==> config.mk <==
export PLATFORM = sky130hd
export DESIGN_NAME = hwsc_ctrl
export DESIGN_NICKNAME = d
export VERILOG_FILES = /design/src/hwsc_pkg.sv /design/src/hwsc_ctrl.sv
export SDC_FILE = /design/constraint.sdc
export NUM_CORES = 1
export LEC_CHECK = 0
export ABC_AREA = 1
export BUFFER_PORTS_ARGS = -buffer_cell sky130_fd_sc_hd__buf_2
export CORE_AREA = 3 3 40 42
export DETAILED_ROUTE_END_ITERATION = 6
export DIE_AREA = 0 0 43 45
export PLACE_DENSITY_LB_ADDON = 0.12
export SYNTH_ARGS = -nofsm -noshare
export SYNTH_HDL_FRONTEND = slang
export SYNTH_SLANG_ARGS = --single-unit
==> constraint.sdc <==
create_clock -name clock -period 1.3 [get_ports clock]
set_clock_uncertainty 0.15 [all_clocks]
set_input_delay 0.13 -clock clock [delete_from_list [all_inputs] [get_ports clock]]
set_output_delay 0.13 -clock clock [all_outputs]
set_load 0.05 [all_outputs]
==> src/hwsc_pkg.sv <==
// Shared constants, codes and control types of the history window search and compare block.
`default_nettype none

package hwsc_pkg;

   localparam int WINDOW_SIZE = 4096;
   localparam int ADDR_W      = $clog2(WINDOW_SIZE);
   localparam int LEN_W       = ADDR_W + 1;

   localparam int OFFSET_W    = 12;
   localparam int LENGTH_W    = 13;
   localparam int BYTE_W      = 8;
   localparam int DIFF_W      = 9;
   localparam int REQ_DATA_W  = 48;
   localparam int REQ_USER_W  = 2;
   localparam int RSP_DATA_W  = 32;

   typedef enum logic [1:0] {
      OP_APPEND  = 2'd0,
      OP_READ    = 2'd1,
      OP_FIND    = 2'd2,
      OP_COMPARE = 2'd3
   } op_type;

   typedef struct packed {
      logic start;
      logic do_append;
      logic walk_en;
      logic load_out;
      logic clear_en;
   } cmd_type;

   typedef struct packed {
      logic clear_done;
      logic walk_done;
      logic out_free;
   } sts_type;

   // Packed with found in the lowest bit, matching the result item layout.
   typedef struct packed {
      logic [DIFF_W-1:0]   compare_diff;
      logic [BYTE_W-1:0]   read_byte;
      logic [OFFSET_W-1:0] match_offset;
      logic                found;
   } result_type;

endpackage

`default_nettype wire

==> src/hwsc_ctrl.sv <==
// Controller state machine that sequences clearing, item intake, the byte walk and result hand-off.
`default_nettype none

module hwsc_ctrl
   import hwsc_pkg::*;
(
   input  wire logic    clock,
   input  wire logic    reset,
   input  wire logic    req_tvalid,
   output logic         req_tready,
   input  wire op_type  req_opcode,
   input  wire sts_type sts,
   output cmd_type      cmd
);

   typedef enum logic [3:0] {
      ST_CLEAR = 4'b0001,
      ST_IDLE  = 4'b0010,
      ST_WALK  = 4'b0100,
      ST_DONE  = 4'b1000
   } state_type;

   state_type state_ff, state_in;

   always_ff @(posedge clock) begin
      if (reset) begin
         state_ff <= ST_CLEAR;
      end else begin
         state_ff <= state_in;
      end
   end

   always_comb begin
      state_in   = state_ff;
      cmd        = '0;
      req_tready = 1'b0;
      case (state_ff)
         ST_CLEAR: begin
            if (sts.clear_done) begin
               state_in = ST_IDLE;
            end else begin
               cmd.clear_en = 1'b1;
            end
         end
         ST_IDLE: begin
            req_tready = 1'b1;
            if (req_tvalid) begin
               cmd.start = 1'b1;
               if (req_opcode == OP_APPEND) begin
                  cmd.do_append = 1'b1;
                  state_in      = ST_DONE;
               end else begin
                  state_in = ST_WALK;
               end
            end
         end
         ST_WALK: begin
            cmd.walk_en = 1'b1;
            if (sts.walk_done) begin
               state_in = ST_DONE;
            end
         end
         ST_DONE: begin
            if (sts.out_free) begin
               cmd.load_out = 1'b1;
               state_in     = ST_IDLE;
            end
         end
         default: begin
            state_in = ST_CLEAR;
         end
      endcase
   end

`ifndef NO_ASSERTIONS
   a_walk_ends: assert property (@(posedge clock) disable iff (reset)
      (state_ff == ST_WALK && sts.walk_done) |=> (state_ff == ST_DONE))
      else $error("walk finished but controller did not move to result hand-off");

   a_append_skips_walk: assert property (@(posedge clock) disable iff (reset)
      (cmd.start && req_opcode == OP_APPEND) |=> (state_ff == ST_DONE))
      else $error("append item did not go straight to result hand-off");

   a_handoff_returns: assert property (@(posedge clock) disable iff (reset)
      (state_ff == ST_DONE && sts.out_free) |=> (state_ff == ST_IDLE))
      else $error("result hand-off did not return to idle");
`endif

endmodule

`default_nettype wire

; ---- After elaboration in Yosys (flattened, before gate mapping)
; Index checks and enable logic that the tools add are counted.
[op_classes]
n_eq_ne = 8
muxes = 15
n_reduce_logical = 2
[op_table]
columns = operator, n
row1 = $mux 4, 5
row2 = $pmux 4 s4, 1
row3 = $ne 2x2->1 const B, 4
row4 = $mux 1, 7
row5 = $eq 4x1->1 const B, 1
row6 = $eq 4x2->1 const B, 1
row7 = $eq 4x3->1 const B, 1
row8 = $eq 4x4->1 const B, 1
row9 = $mux 2, 2
row10 = $reduce_and 4->1, 1
row11 = $logic_not 2->1, 1
[totals]
reg_bits = 4
input_bits = 8
output_inout_bits = 6
wordCells = 26

; ---- Depth between registers and ports, before layout
[logic_depth]
depth_word = 4
depth_mapped = 8
depth_no_buf = 8

; ---- Worst setup path before layout
; OpenSTA, ideal clock, no wires.
[synth_timing]
kind = reg-to-output
start = register state_ff[0]
end = output port cmd[1] (netlist bit)
arrival_time_ns = 1.327
path_slack_ns = -0.307
path_stages_with_launch = 5
n_path_buf = 0
cell_sequence = dfxtp_1 nor2_1 and2_1 inv_1 nor2_1
[synth_rtl]
columns = item, line
row1 = "start, declared", hwsc_ctrl.sv:23  ; state_type state_ff, state_in;
row2 = "start signal, assigned", hwsc_ctrl.sv:29  ; state_ff <= state_in;
row3 = "end, declared", hwsc_ctrl.sv:13  ; output cmd_type cmd

==> impl_metrics.env <==
export IMPL_grt_util_met1_pct=12.5
export IMPL_die_w_um=43
export IMPL_final_antenna_net_count=0
export IMPL_root_buffer="clkbuf_4"
export IMPL_synthToLayoutAreaGrowth_pct=127
export IMPL_ys_types=14
export IMPL_avgSynthCellArea_um2=5.61
export IMPL_crit_start="state_ff[2]$_SDFFE_PP0P_"
export IMPL_end_kind="output port"
export IMPL_dr_pass1_iters=2
export IMPL_cts_sinks=4
export IMPL_grt_total_usage_pct=11.2
export IMPL_status="complete, but fails checks"
export IMPL_max_stage_delay_ns=0.36
export IMPL_critical_path_class="reg -> out"
export IMPL_drt_wl_total_um=1020
export IMPL_crit_fanout=4
export IMPL_cts_buffer_depth=2
export IMPL_nets=97
export IMPL_holdWs_ns=0.0888
export IMPL_setup_viol=9
export IMPL_cp_required_ns=1.02
export IMPL_cp_slowest_cell="dfxtp_4"
export IMPL_cts_tree="built"
export IMPL_netlist_area_um2=314
export IMPL_core_um2=1280
export IMPL_use_met2_pct=20.4
export IMPL_vias=410
export IMPL_worst_skew_pair_late_latency_ns=0.23
export IMPL_arrival_ns=1.18
export IMPL_die_h_um=45
export IMPL_numCtsBuffers=3
export IMPL_dieArea_um2=1940
export IMPL_place_congestion=0.669
export IMPL_fin_area_um2=714
export IMPL_path_clk_slew_ns=0.04
export IMPL_r2r_cells=9
export IMPL_fmax_mhz=683
export IMPL_reg2reg_to="state_ff[1]$_SDFFE_PP0P_"
export IMPL_drt_iter0_drc=1
export IMPL_drv_slew=0
export IMPL_cap_viol_max_count=0
export IMPL_cp_cell_sequence="nor2_4 -> buf_6 -> nand2_4 -> nor2_4 -> buf_8"
export IMPL_min_period_over_period_pct=113
export IMPL_yosys_register_bits=4
export IMPL_h_tree_depth=1
export IMPL_vias_per_cell=4.02
export IMPL_final_core_util_pct=55.6
export IMPL_top_register="state_ff"
export IMPL_rows=13
export IMPL_place_area_um2=458
export IMPL_place_ws_ns=-0.0700
export IMPL_vdd_ir_drop_max_mv=0.996
export IMPL_drive_above_1_share_pct=67.8
export IMPL_fillers=133
export IMPL_hold_depth=5
export IMPL_worst_slew_pin_slew_ns=0.216
export IMPL_overflow=0
export IMPL_post_dp_hpwl_um=625
export IMPL_slew_headroom_pct=85.6
export IMPL_synth_warnings=0
export IMPL_p_leak_nw=0.366
export IMPL_num_antenna_cells=0
export IMPL_antenna_found_initial=0
export IMPL_r2r_start="state_ff[2]$_SDFFE_PP0P_"
export IMPL_rsz0062_at_grt="yes"
export IMPL_reg_largest_list="state_ff (4)"
export IMPL_grt_pass1_wl_um=1570
export IMPL_r2r_slack_ns=-0.08
export IMPL_drc=0
export IMPL_path_common_cell="nor2_4"
export IMPL_synthCells=56
export IMPL_hold_violations=0
export IMPL_start_kind="register"
export IMPL_hp_class="in -> reg"
export IMPL_portBuffers=13
export IMPL_synth_nets=64
export IMPL_grt_pass1_vias=384
export IMPL_grt_busiest_layer="met2"
export IMPL_grt_util_met3_pct=2.39
export IMPL_violations="negative setup slack"
export IMPL_synth_seq_area_share_pct=25.5
export IMPL_start_util_pct=24.4
export IMPL_cp_endpoint="cmd[4]"
export IMPL_ios=14
export IMPL_wl_per_cell_um=9.96
export IMPL_largest_reg_flops=4
export IMPL_grt_max_degree=7
export IMPL_worst_slack_ns=-0.165
export IMPL_p_per_area_nw_per_um2=2120
export IMPL_fin_crit_ns=1.46
==> metrics by stage <==
stage                     power [W]  setup TNS [ns]  cells
after detailed placement   0.000864          -0.359     89
after CTS                   0.00123           -1.01     99
after floorplan            0.000664         -0.0801     56
after global placement     0.000875          -0.283     89
final                       0.00151          -0.996    102
after global routing        0.00162           -1.59    102
==> layout make-up <==
type                    count  area [um^2]  area share, %
clock buffers               3         22.5           3.15
repair buffers             28          240           33.6
inverters                  14         57.6           8.06
multi-input cells          38          280           39.2
well taps                  15         18.8           2.63
flip-flops and latches      4         95.1           13.3
==> cell usage in the layout, fill, tap and decap left out <==
master	netlist	routed
buf_4	0	11
nor2_4	1	9
nand2_1	9	8
inv_1	11	7
nor2_1	13	7
buf_2	0	7
inv_2	2	6
buf_6	0	6
nand3_1	6	4
dfxtp_4	0	4
clkbuf_4	0	3
buf_8	0	3
nand2_4	0	2
nand3_4	0	2
clkinv_4	0	1
and2_4	0	1
nand2_2	2	1
o21ai_1	1	1
a21oi_2	0	1
nor2_2	3	1
nand3_2	1	1
dlygate4sd3_1	0	1
==> repair_timing <==
item	in CTS	in global routing
endpoints found under the setup margin	9	10
gates cloned	0	0
setup buffers	6	4
hold buffers	1	0
resized for setup	25	23
hold endpoints to repair	1	0
pin swaps	5	6
==> worst min-delay path by stage <==
stage                  startpoint                        to  slack (ns)
floorplan                   reset  state_ff[0]$_SDFFE_PP1P_        0.12
global placement            reset  state_ff[0]$_SDFFE_PP1P_        0.23
detailed placement          reset  state_ff[0]$_SDFFE_PP1P_        0.23
CTS                 req_opcode[0]  state_ff[2]$_SDFFE_PP0P_         0.1
global route        req_opcode[0]  state_ff[2]$_SDFFE_PP0P_        0.13
finish              req_opcode[0]  state_ff[2]$_SDFFE_PP0P_        0.09
==> Yosys cell counts (all sizes together) <==
cell type | n | area [um^2]
nand3 | 7 | 40.0
clkinv | 1 | 3.75
nor2 | 17 | 78.8
a21oi | 1 | 5.00
o21ai | 1 | 5.00
and2 | 1 | 6.26
inv | 13 | 48.8
nand2 | 11 | 46.3
dfxtp | 4 | 80.1
==> power breakdown <==
group          internal (W)  switching [W]  leakage, nW  total [W]
combinational      0.000505       0.000553        0.317    0.00106
clock              0.000104      0.0000541       0.0138   0.000158
sequential         0.000205      0.0000898       0.0351   0.000295
total              0.000814       0.000697        0.366    0.00151
==> metal layers <==
layer | vias to the layer above | part of all wire [%]
met4 | 0 | 0
met2 | 9 | 56
met3 | 0 | 3.4
met1 | 173 | 41
li1 | 228 | -
met5 | - | 0
==> kinds of logic after synthesis <==
group,Yosys count,synth area share (%)
buffers and inverters,14,16.7
flip-flops,4,25.5
AND/OR/NAND/NOR,36,54.6
AO/OA/AOI/OAI,2,3.18
==> worst max-delay path: cells and delay by family, from the launching register on <==
family	cells	cell delay [ns]
DFF	1	0.36
and+or+nand+nor	3	0.31
buffers and inverters	2	0.28
No activity file was read; power rests on OpenSTA's default activity.
